<file path="config.mk">
export PLATFORM = sky130hd
export DESIGN_NAME = rv32i_alu_execute
export DESIGN_NICKNAME = d
export VERILOG_FILES = /design/src/rvalu_pkg.sv /design/src/rvalu_ram.sv /design/src/rvalu_core.sv /design/src/rv32i_alu_execute.sv
export VERILOG_INCLUDE_DIRS = /design/src /design/src/src
export SDC_FILE = /design/constraint.sdc
export NUM_CORES = 2
export LEC_CHECK = 0
export BUFFER_PORTS_ARGS = -buffer_cell sky130_fd_sc_hd__buf_2
export CORE_ASPECT_RATIO = 1.4
export CORE_MARGIN = 4
export CORE_UTILIZATION = 35
export DETAILED_ROUTE_END_ITERATION = 10
export GPL_TIMING_DRIVEN = 0
export MAX_ROUTING_LAYER = met4
export PLACE_DENSITY = 0.51
export SYNTH_ARGS = -nofsm -noshare
export SYNTH_HDL_FRONTEND = slang
export SYNTH_SLANG_ARGS = --single-unit
export TNS_END_PERCENT = 100
</file>
<file path="constraint.sdc">
create_clock -name aclk -period 10 [get_ports aclk]
set_input_delay 3 -clock aclk [delete_from_list [all_inputs] [get_ports aclk]]
set_output_delay 3 -clock aclk [all_outputs]
set_load 0.1 [all_outputs]
</file>
<file path="src/rv32i_alu_execute_assert.svh">
// Assertion macros shared by the ALU execute block.
`ifndef RV32I_ALU_EXECUTE_ASSERT_SVH
`define RV32I_ALU_EXECUTE_ASSERT_SVH

// Checked at every clock edge except while reset is held.
`define RVALU_ASSERT(lbl, prop, msg) \
    lbl: assert property (@(posedge aclk) disable iff (!aresetn) prop) else $error(msg);

// Checked at every clock edge, reset included.
`define RVALU_ASSERT_ALWAYS(lbl, prop, msg) \
    lbl: assert property (@(posedge aclk) prop) else $error(msg);

`endif

</file>
<file path="src/rvalu_pkg.sv">
// Types and constants for the RV32I ALU execute block.
package rvalu_pkg;

    localparam int XLEN      = 32;
    localparam int REG_COUNT = 32;
    localparam int REG_AW    = 5;

    localparam logic [XLEN-1:0]   PC_STEP    = 32'd4;
    localparam logic [REG_AW-1:0] SHIFT_MASK = 5'h1F;
    localparam logic [REG_AW-1:0] REG_ZERO   = 5'd0;

    // Instruction classes.
    localparam logic [1:0] REQ_RR = 2'd0;
    localparam logic [1:0] REQ_RI = 2'd1;

    // Result status codes.
    localparam logic [1:0] ST_OK      = 2'd0;
    localparam logic [1:0] ST_ILLEGAL = 2'd1;
    localparam logic [1:0] ST_UNIMPL  = 2'd2;

    // funct3 operation codes.
    localparam logic [2:0] F3_ADD  = 3'd0;
    localparam logic [2:0] F3_SLL  = 3'd1;
    localparam logic [2:0] F3_SLT  = 3'd2;
    localparam logic [2:0] F3_SLTU = 3'd3;
    localparam logic [2:0] F3_XOR  = 3'd4;
    localparam logic [2:0] F3_SR   = 3'd5;
    localparam logic [2:0] F3_OR   = 3'd6;
    localparam logic [2:0] F3_AND  = 3'd7;

    // funct7 codes.
    localparam logic [6:0] F7_BASE = 7'd0;
    localparam logic [6:0] F7_ALT  = 7'd32;

    typedef struct packed {
        logic [1:0]         req_type;
        logic [2:0]         funct3;
        logic [6:0]         funct7;
        logic [REG_AW-1:0]  src1_index;
        logic [REG_AW-1:0]  src2_index;
        logic [REG_AW-1:0]  dest_index;
        logic signed [11:0] immediate;
        logic [XLEN-1:0]    instr_pc;
    } in_item_t;

    typedef struct packed {
        logic [XLEN-1:0] next_pc;
        logic [1:0]      status;
        logic            wrote_reg;
        logic [XLEN-1:0] result_value;
    } out_item_t;

    // Register file write-back request.
    typedef struct packed {
        logic              en;
        logic [REG_AW-1:0] addr;
        logic [XLEN-1:0]   data;
    } wb_t;

endpackage

</file>
<file path="src/rvalu_ram.sv">
// Generic RAM with one write port and two registered read ports.
module rvalu_ram #(
    parameter int WIDTH = 32,
    parameter int DEPTH = 32
) (
    input  logic                     aclk,
    input  logic                     wr_en,
    input  logic [$clog2(DEPTH)-1:0] wr_addr,
    input  logic [WIDTH-1:0]         wr_data,
    input  logic                     rd_en,
    input  logic [$clog2(DEPTH)-1:0] rd_addr_a,
    input  logic [$clog2(DEPTH)-1:0] rd_addr_b,
    output logic [WIDTH-1:0]         rd_data_a,
    output logic [WIDTH-1:0]         rd_data_b
);

    logic [WIDTH-1:0] mem [DEPTH];

    always_ff @(posedge aclk) begin
        if (wr_en) begin
            mem[wr_addr] <= wr_data;
        end
        if (rd_en) begin
            rd_data_a <= mem[rd_addr_a];
            rd_data_b <= mem[rd_addr_b];
        end
    end

endmodule

</file>
<file path="src/rvalu_core.sv">
// Decode, ALU datapath and status logic for one instruction.
module rvalu_core (
    input  rvalu_pkg::in_item_t          item,
    input  logic [rvalu_pkg::XLEN-1:0]   op_a,
    input  logic [rvalu_pkg::XLEN-1:0]   op_rs2,
    output rvalu_pkg::out_item_t         res,
    output rvalu_pkg::wb_t               wb
);

    import rvalu_pkg::*;

    logic [XLEN-1:0]   imm32;
    logic [XLEN-1:0]   op_b;
    logic [REG_AW-1:0] shamt;
    logic              is_rr;
    logic              is_base;
    logic              is_alt;
    logic              illegal;
    logic              unimpl;
    logic              ok;
    logic [XLEN-1:0]   val;

    assign imm32   = XLEN'(item.immediate);
    assign is_rr   = (item.req_type == REQ_RR);
    assign op_b    = is_rr ? op_rs2 : imm32;
    assign shamt   = op_b[REG_AW-1:0] & SHIFT_MASK;
    assign is_base = (item.funct7 == F7_BASE);
    assign is_alt  = (item.funct7 == F7_ALT);
    assign unimpl  = (item.req_type != REQ_RR) && (item.req_type != REQ_RI);

    always_comb begin
        val     = '0;
        illegal = 1'b0;
        case (item.funct3)
            F3_ADD: begin
                val     = (is_rr && is_alt) ? op_a - op_b : op_a + op_b;
                illegal = is_rr && !is_base && !is_alt;
            end
            F3_SLL: begin
                val     = op_a << shamt;
                illegal = is_rr && !is_base;
            end
            F3_SLT: begin
                val     = XLEN'($signed(op_a) < $signed(op_b));
                illegal = is_rr && !is_base;
            end
            F3_SLTU: begin
                val     = XLEN'(op_a < op_b);
                illegal = is_rr && !is_base;
            end
            F3_XOR: begin
                val     = op_a ^ op_b;
                illegal = is_rr && !is_base;
            end
            F3_SR: begin
                // Both the register and the immediate form check funct7 here.
                val     = is_alt ? $unsigned($signed(op_a) >>> shamt) : op_a >> shamt;
                illegal = !is_base && !is_alt;
            end
            F3_OR: begin
                val     = op_a | op_b;
                illegal = is_rr && !is_base;
            end
            F3_AND: begin
                val     = op_a & op_b;
                illegal = is_rr && !is_base;
            end
            default: begin
                val     = '0;
                illegal = 1'b0;
            end
        endcase
    end

    assign ok = !unimpl && !illegal;

    always_comb begin
        res.next_pc      = ok ? item.instr_pc + PC_STEP : item.instr_pc;
        res.status       = unimpl ? ST_UNIMPL : (illegal ? ST_ILLEGAL : ST_OK);
        res.wrote_reg    = ok && (item.dest_index != REG_ZERO);
        res.result_value = ok ? val : '0;
        wb.en            = ok && (item.dest_index != REG_ZERO);
        wb.addr          = item.dest_index;
        wb.data          = val;
    end

endmodule

</file>
<file path="src/rv32i_alu_execute.sv">
// RV32I ALU execute block: input register, ALU pass, result register.
// An accepted beat passes the input register, then the result register; a full
// result register not taken holds the input register. Throughput: one instruction
// per cycle barring such stalls; the ALU pass sits between the input register
// and the result register, and write-back is forwarded to the next read.
// Reset clears the pipeline valid flags and the per-register valid bits, so the
// whole register file reads as zero at once; register zero is never written.
module rv32i_alu_execute (
    input  logic                 aclk,
    input  logic                 aresetn,
    input  logic                 s_valid,
    output logic                 s_ready,
    input  rvalu_pkg::in_item_t  s_payload,
    output logic                 m_valid,
    input  logic                 m_ready,
    output rvalu_pkg::out_item_t m_payload
);

    import rvalu_pkg::*;

    `include "rv32i_alu_execute_assert.svh"

    in_item_t              in_reg;
    logic                  in_valid_reg;
    logic                  in_valid_next;
    out_item_t             out_reg;
    logic                  out_valid_reg;
    logic                  out_valid_next;
    logic [REG_COUNT-1:0]  rf_valid_reg;
    logic                  rv1_reg;
    logic                  rv2_reg;
    logic                  fwd1_reg;
    logic                  fwd2_reg;
    logic [XLEN-1:0]       fwd_data_reg;
    logic [XLEN-1:0]       ram_q1;
    logic [XLEN-1:0]       ram_q2;
    logic [XLEN-1:0]       op_a;
    logic [XLEN-1:0]       op_rs2;
    out_item_t             core_res;
    wb_t                   core_wb;
    logic                  accept;
    logic                  advance;
    logic                  wb_en;

    assign advance = in_valid_reg && (!out_valid_reg || m_ready);
    assign s_ready = !in_valid_reg || advance;
    assign accept  = s_valid && s_ready;
    assign wb_en   = advance && core_wb.en;

    rvalu_ram #(
        .WIDTH(XLEN),
        .DEPTH(REG_COUNT)
    ) u_regfile (
        .aclk      (aclk),
        .wr_en     (wb_en),
        .wr_addr   (core_wb.addr),
        .wr_data   (core_wb.data),
        .rd_en     (accept),
        .rd_addr_a (s_payload.src1_index),
        .rd_addr_b (s_payload.src2_index),
        .rd_data_a (ram_q1),
        .rd_data_b (ram_q2)
    );

    // A write landing in the same cycle as the read wins over the stale RAM data.
    assign op_a   = fwd1_reg ? fwd_data_reg : (rv1_reg ? ram_q1 : '0);
    assign op_rs2 = fwd2_reg ? fwd_data_reg : (rv2_reg ? ram_q2 : '0);

    rvalu_core u_core (
        .item   (in_reg),
        .op_a   (op_a),
        .op_rs2 (op_rs2),
        .res    (core_res),
        .wb     (core_wb)
    );

    always_comb begin
        in_valid_next = in_valid_reg;
        if (accept) begin
            in_valid_next = 1'b1;
        end else if (advance) begin
            in_valid_next = 1'b0;
        end
        out_valid_next = out_valid_reg;
        if (advance) begin
            out_valid_next = 1'b1;
        end else if (m_ready) begin
            out_valid_next = 1'b0;
        end
    end

    always_ff @(posedge aclk) begin
        if (!aresetn) begin
            in_valid_reg  <= 1'b0;
            out_valid_reg <= 1'b0;
            rf_valid_reg  <= '0;
        end else begin
            in_valid_reg  <= in_valid_next;
            out_valid_reg <= out_valid_next;
            if (wb_en) begin
                rf_valid_reg[core_wb.addr] <= 1'b1;
            end
        end
    end

    always_ff @(posedge aclk) begin
        if (accept) begin
            in_reg       <= s_payload;
            rv1_reg      <= rf_valid_reg[s_payload.src1_index];
            rv2_reg      <= rf_valid_reg[s_payload.src2_index];
            fwd1_reg     <= wb_en && (core_wb.addr == s_payload.src1_index);
            fwd2_reg     <= wb_en && (core_wb.addr == s_payload.src2_index);
            fwd_data_reg <= core_wb.data;
        end
        if (advance) begin
            out_reg <= core_res;
        end
    end

    assign m_valid   = out_valid_reg;
    assign m_payload = out_reg;

    `RVALU_ASSERT(a_err_no_write, m_valid && (m_payload.status != ST_OK) |-> !m_payload.wrote_reg && (m_payload.result_value == '0), "Error result carries a write or a value")
    `RVALU_ASSERT(a_no_zero_write, wb_en |-> (core_wb.addr != REG_ZERO), "Write-back aimed at register zero")
    `RVALU_ASSERT(a_zero_invalid, !rf_valid_reg[0], "Register zero marked as written")
    `RVALU_ASSERT(a_advance_out, advance |=> m_valid, "Result register did not load after advance")

endmodule

</file>
[After elaboration in Yosys (flattened, before gate mapping)]
Memory sizes are Yosys's and may differ from the RTL's. A register that Yosys moved wholly into a read port is not among the register bits.
Index checks and enable logic that the tools add are counted.
Cells by class
  shift-type cells: 3
  bitwise operators: 4
  reductions and logical operators: 29
  muxes and demuxes: 23
  magnitude comparators: 6
  eq/ne operators: 11
  add/sub/neg operators: 3
Operators with widths (count)
  $mux W32: 8
  $pmux W32 S8: 1
  $lt A32 B32 Y1: 2
  $or A32 B32 Y32: 2
  $add A32 B3 Y32 const B: 1
  $add A32 B32 Y32: 1
  $and A32 B32 Y32: 1
  $shl A32 B5 Y32: 1
  $shr A32 B5 Y32: 1
  $sshr A32 B5 Y32: 1
  $sub A32 B32 Y32: 1
  $xor A32 B32 Y32: 1
  $lt A5 B6 Y1 const B: 3
  $logic_and A1 B1 Y1: 13
  $eq A3 B3 Y1 const B: 4
  $bmux W1 S5: 2
  $eq A5 B5 Y1: 2
  $mux W1: 10
  $eq A7 B6 Y1 const B: 1
  $logic_not A7 Y1: 1
  $eq A3 B2 Y1 const B: 2
  $logic_not A1 Y1: 6
  $reduce_bool A2 Y1: 3
  $reduce_or A6 Y1: 1
  other kinds (9): 10
Storage, ports and cells
  memories: 1
  RAM bits: 1024
  flip-flop bits (word level): 198
  bits of input ports: 75
Memory list
  u_regfile.mem: depth 32, width 32, read ports 2, clocked after memory_dff 2, write ports 1, line rvalu_ram.sv:17  | logic [WIDTH-1:0] mem [DEPTH];

[Longest topological paths before layout]
  depth after elaboration: 11
  depth in mapped cells: 18

[By module]
A second synthesis with hierarchy kept.
Unflattened totals
  cells, all modules: 5626
  area, all modules: 69832.0 um2
By module, submodules not included
  rvalu_ram: times used 1, seq. area each 32671.3 um2, cells each 3450, area each 50711.1 um2
  rvalu_core: times used 1, seq. area each 0.0 um2, cells each 1691, area each 11265.8 um2
  rv32i_alu_execute: times used 1, seq. area each 5905.7 um2, cells each 485, area each 7855.0 um2

[Worst setup path after synthesis]
No wires, ideal clock.
  path type: in2reg
  start point: input port m_ready
  end point: memory u_regfile.mem[16][0] (enable)
  path buffers: 0
  setup time: 0.463 ns
  stages on the path: 6
  setup slack: 1.757 ns
  data arrival time: 7.779 ns
  data required time: 9.537 ns
  cells stage by stage: nor2b_1 -> nand2b_1 -> inv_1 -> nand3_1 -> or3_1 -> nor3_1
Between the ends
  longest elaborated chain between the ends: 5
RTL lines
  from (decl): line rv32i_alu_execute.sv:15  | input logic m_ready,
  $logic_or A1 B1 Y1: line rv32i_alu_execute.sv:45  | assign advance = in_valid_reg && (!out_valid_reg || m_ready);
  $logic_and A1 B1 Y1: line rv32i_alu_execute.sv:45
  via advance: line rv32i_alu_execute.sv:42  | logic advance;
  $logic_and A1 B1 Y1: line rv32i_alu_execute.sv:48  | assign wb_en = advance && core_wb.en;
  $mux W1: line rvalu_ram.sv:20  | if (wr_en) begin
  $mux W1 (not written as such): line rvalu_ram.sv:21  | mem[wr_addr] <= wr_data;
  to (decl): line rvalu_ram.sv:17
The timed path passes the listed nets, and every way through them passes these cells.

==> results list <==
- Run status: finished with violations
- The checks that failed: max-slew violations.
- Measured in cells, the most critical reg-to-reg path has a length of 18.
- Die boundary width: ~370 µm
- Counting every instance in the synthesized netlist gives 3961.
* Number of antenna violations at the first check in global routing: 11
- WP data required: 10.52 ns
- After clock tree synthesis, the clock-pin slew on the worst setup and hold paths is 0.07 ns.
- During I/O placement, the number of pins put on the boundary was 144.
- After synthesis the cells add up to about 66000 µm².
* Largest net degree at the start of global routing: 60
- The worst register-to-register path ends at u_regfile.mem[21][30]$_DFFE_PP_.
- Worst vdd ir: about 0.17 mV
* Final design area excluding fillers: roughly 76000 µm²
- In this run the vertical extent of the chip is 521 µm.
- Routability-driven placement finished with a final weighted congestion of 1.05.
* Final hold violation count: 0
- Setup slack of the worst register-to-register path: 1.73 ns
- Sum of negative setup slack: 0 ns
* Unique masters post-synth: 94
- Gates resized, CTS repair: 0
- For the pin with the worst max-slew slack, the measured transition is 1.54 ns.
- Counting instances, the worst hold path has a depth of 0.
- In the finished design, the share of the clock period the worst path needs comes to 0.827.
- Top flip-flop cell by instance count after synthesis: sky130_fd_sc_hd__edfxtp_1
* Layout-stage area growth over the synthesis result: 15.8%
- Yosys printed 0 warnings.
- First-pass detailed-route iteration total: 6
- Number of buffers inserted to repair setup after CTS: 0
* Share of synthesized area occupied by flip-flops and latches: 0.581
* Number of hold-repair buffers added at the cts stage: 0
- Total number of vias: 42800
- Of all nets on the critical path, the largest fanout is 31.
- After detailed routing, the number of vias per cell comes to 6.16.
* Residual DRC: 0
* Hold/Removal Path Class: flop to flop
* H-tree depth: 4
* Clk Latency, worst-skew pair: 0.80 ns
- STA classifies the critical path endpoint as a flop.
* Number of clock sinks: 1286
- Layout Skew: 0.0412 ns
* DRC marker count from the first detailed-route iteration: 4503
- Yosys reg bits: ~1300
* Total gr overflow: 0
- Based on the critical path, the design can be clocked at up to about 0.12 GHz.
* Critical Path Start: in_reg[69]$_DFFE_PP_
- Number of flip-flops in the largest register: 1024
* Clock root cell: sky130_fd_sc_hd__clkbuf_16
* Clock tree from TritonCTS: done
- Layout cells sized above 1: 0.301
- Global-route wire length before repair: 373000 µm
- Data arrival at the endpoint of the critical path: 8.80 ns
* Total Die Area: 195000 µm²
- After floorplanning, the core was sized to cover 187000 µm².
- Initial Utilization: 0.352
* Async SR Flop Fraction: 0
* Number of routed nets with antenna violations: 0
- Static leakage: approximately 0.025 µW
- In this run the deepest clock path goes through 3 buffers.
- Total wirelength of the detailed-routed design: 276000 µm
- DP Area: 71500 µm²
- Per-cell routed wire length: 39.8 µm
- Final Setup Violations: 0
* Worst Setup Path Type: flop to flop
- Port buffering added 132 buffers.
- TritonCTS buffer count: 137
- Post-synthesis average cell area: 16.6 µm²
- Crit path launch type: flop
- Global-route total usage across every layer: 0.288
- Number of global-route vias before repair: 44200
* Site row count: ~190
- Pwr Density: 181 nW/µm²
* Fin nets: approximately 4500
- Minimum clock period after layout: 8.27 ns
- Layout filler cell count: 17100
- Setup repair after global routing left no endpoint under its margin.
- Yosys mapped a number of flops with a built-in enable equal to roughly 1300.
- Critical R2R Launch: in_reg[69]$_DFFE_PP_
- Post-detail-place hpwl: 205000 µm
- In this run the worst setup path terminates at u_regfile.mem[21][30]$_DFFE_PP_.
* Max Cap Viol: 0
- The number of max-slew violations in the final report is 13.
- Worst slew margin relative to its limit: -0.0276
==> worst min-delay path by stage <==
stage / slack [ns] / from / endpoint
floorplan: 0.40 / in_reg[0]$_DFFE_PP_ / m_payload[35]$_DFFE_PP_
global placement: 0.40 / in_reg[1]$_DFFE_PP_ / m_payload[36]$_DFFE_PP_
global route: 0.44 / in_reg[0]$_DFFE_PP_ / m_payload[35]$_DFFE_PP_
CTS: 0.44 / in_reg[0]$_DFFE_PP_ / m_payload[35]$_DFFE_PP_
finish: 0.43 / in_reg[1]$_DFFE_PP_ / m_payload[36]$_DFFE_PP_
detailed placement: 0.42 / in_reg[0]$_DFFE_PP_ / m_payload[35]$_DFFE_PP_
==> cells in the final DEF (no fill, tap or decap), types with 98 or more instances in the layout <==
cell                           n
sky130_fd_sc_hd__nor2_1      149
sky130_fd_sc_hd__clkbuf_1    196
sky130_fd_sc_hd__clkbuf_16   143
sky130_fd_sc_hd__o21ai_0     105
sky130_fd_sc_hd__mux2i_1     112
sky130_fd_sc_hd__nand2_1     247
sky130_fd_sc_hd__buf_2       175
sky130_fd_sc_hd__a21oi_1     139
sky130_fd_sc_hd__mux4_2      662
sky130_fd_sc_hd__edfxtp_1   1252
sky130_fd_sc_hd__ha_1         98
==> area by class of cell <==
class / count / area [µm²] / area share
flip-flops and latches: 1286 / 38300 / 0.502
diodes: 7 / 17.5 / 0.000230
well taps: 2470 / 3090 / 0.0405
repair buffers: 224 / 2180 / 0.0286
plain buffers: 291 / 1240 / 0.0163
clock buffers: 167 / 3690 / 0.0484
inverters: 93 / 352 / 0.00461
multi-input cells: 2322 / 26400 / 0.347
clock inverters: 85 / 961 / 0.0126
==> critical path, cell delays in order (launching register included) <==
cell	delay (ns)
sky130_fd_sc_hd__edfxtp_1	0.37
sky130_fd_sc_hd__buf_2	0.30
sky130_fd_sc_hd__nor2_4	0.25
sky130_fd_sc_hd__buf_2	0.47
sky130_fd_sc_hd__a31o_2	0.23
sky130_fd_sc_hd__buf_2	0.31
sky130_fd_sc_hd__clkbuf_1	0.71
sky130_fd_sc_hd__buf_1	0.83
sky130_fd_sc_hd__ha_1	0.37
sky130_fd_sc_hd__buf_2	0.17
sky130_fd_sc_hd__a221oi_1	0.51
sky130_fd_sc_hd__o31ai_1	0.34
sky130_fd_sc_hd__o21ai_0	0.82
sky130_fd_sc_hd__a31oi_1	0.32
sky130_fd_sc_hd__o311a_1	0.42
sky130_fd_sc_hd__a221oi_1	0.44
sky130_fd_sc_hd__nand3b_1	0.20
sky130_fd_sc_hd__nand3_1	0.48
sky130_fd_sc_hd__buf_8	0.38
==> through the flow <==
stage | utilization | instances | hold slack [ns] | worst slack [ns] | power, µW
global placement | 0.372 | 6594 | 0.402 | -5.86 | 8480
detailed placement | 0.382 | 6681 | 0.420 | 1.56 | 8500
global route | 0.407 | 6943 | 0.437 | 1.69 | 14200
CTS | 0.407 | 6933 | 0.436 | 1.51 | 13800
floorplan | - | 3992 | 0.400 | 1.76 | 7550
finish | 0.407 | 6945 | 0.432 | 1.73 | 13800
==> routing by layer <==
layer	part of all wire	track usage	routed length (µm)
met1	0.34	0.311	95100
met3	0.061	0.0448	16800
met5	0	-	0
met4	0.079	0.183	21900
met2	0.52	0.495	143000
==> synth_stat cells (14+ instances only) <==
master / count / share of area
sky130_fd_sc_hd__nor4_1: 16 / 0.0015
sky130_fd_sc_hd__inv_1: 86 / 0.0049
sky130_fd_sc_hd__and2_1: 28 / 0.0027
sky130_fd_sc_hd__nor2_1: 173 / 0.0099
sky130_fd_sc_hd__a221oi_1: 14 / 0.0019
sky130_fd_sc_hd__nand3_1: 55 / 0.0042
sky130_fd_sc_hd__o21bai_1: 15 / 0.0017
sky130_fd_sc_hd__o211ai_1: 26 / 0.0030
sky130_fd_sc_hd__a31oi_1: 42 / 0.0040
sky130_fd_sc_hd__dfxtp_1: 34 / 0.010
sky130_fd_sc_hd__buf_1: 57 / 0.0032
sky130_fd_sc_hd__xnor2_1: 44 / 0.0059
sky130_fd_sc_hd__nor3_1: 35 / 0.0027
sky130_fd_sc_hd__buf_2: 36 / 0.0027
sky130_fd_sc_hd__xor2_1: 17 / 0.0023
sky130_fd_sc_hd__nand2_1: 247 / 0.014
sky130_fd_sc_hd__clkbuf_1: 180 / 0.010
sky130_fd_sc_hd__a211oi_1: 42 / 0.0048
sky130_fd_sc_hd__a22oi_1: 28 / 0.0032
sky130_fd_sc_hd__edfxtp_1: 1252 / 0.57
sky130_fd_sc_hd__mux2_2: 78 / 0.013
sky130_fd_sc_hd__ha_1: 98 / 0.019
sky130_fd_sc_hd__o21ai_0: 106 / 0.0081
sky130_fd_sc_hd__nand4_1: 23 / 0.0022
sky130_fd_sc_hd__a21oi_1: 141 / 0.011
sky130_fd_sc_hd__mux4_2: 662 / 0.23
sky130_fd_sc_hd__nand2b_1: 14 / 0.0013
sky130_fd_sc_hd__o21a_1: 35 / 0.0040
sky130_fd_sc_hd__mux2i_1: 112 / 0.017
sky130_fd_sc_hd__a22o_1: 19 / 0.0025
==> cell families (layout without fill, tap and decap cells) <==
family / count (synthesis) / after routing / synth area share
other cells: 1 / 39 / 0.0000569
simple gates: 665 / 665 / 0.0468
mux: 853 / 853 / 0.257
buf+inv: 384 / 860 / 0.0239
flops: 1286 / 1286 / 0.581
fa+ha+maj: 100 / 100 / 0.0192
compound gates: 611 / 611 / 0.0638
xor+xnor: 61 / 61 / 0.00811
==> where the power goes <==
part / internal [µW] / switching [µW]
logic: 656 / 1550
registers: 6170 / 46.7
clock network: 3070 / 2280
total: 9900 / 3870
No activity file was read; power rests on OpenSTA's default activity.
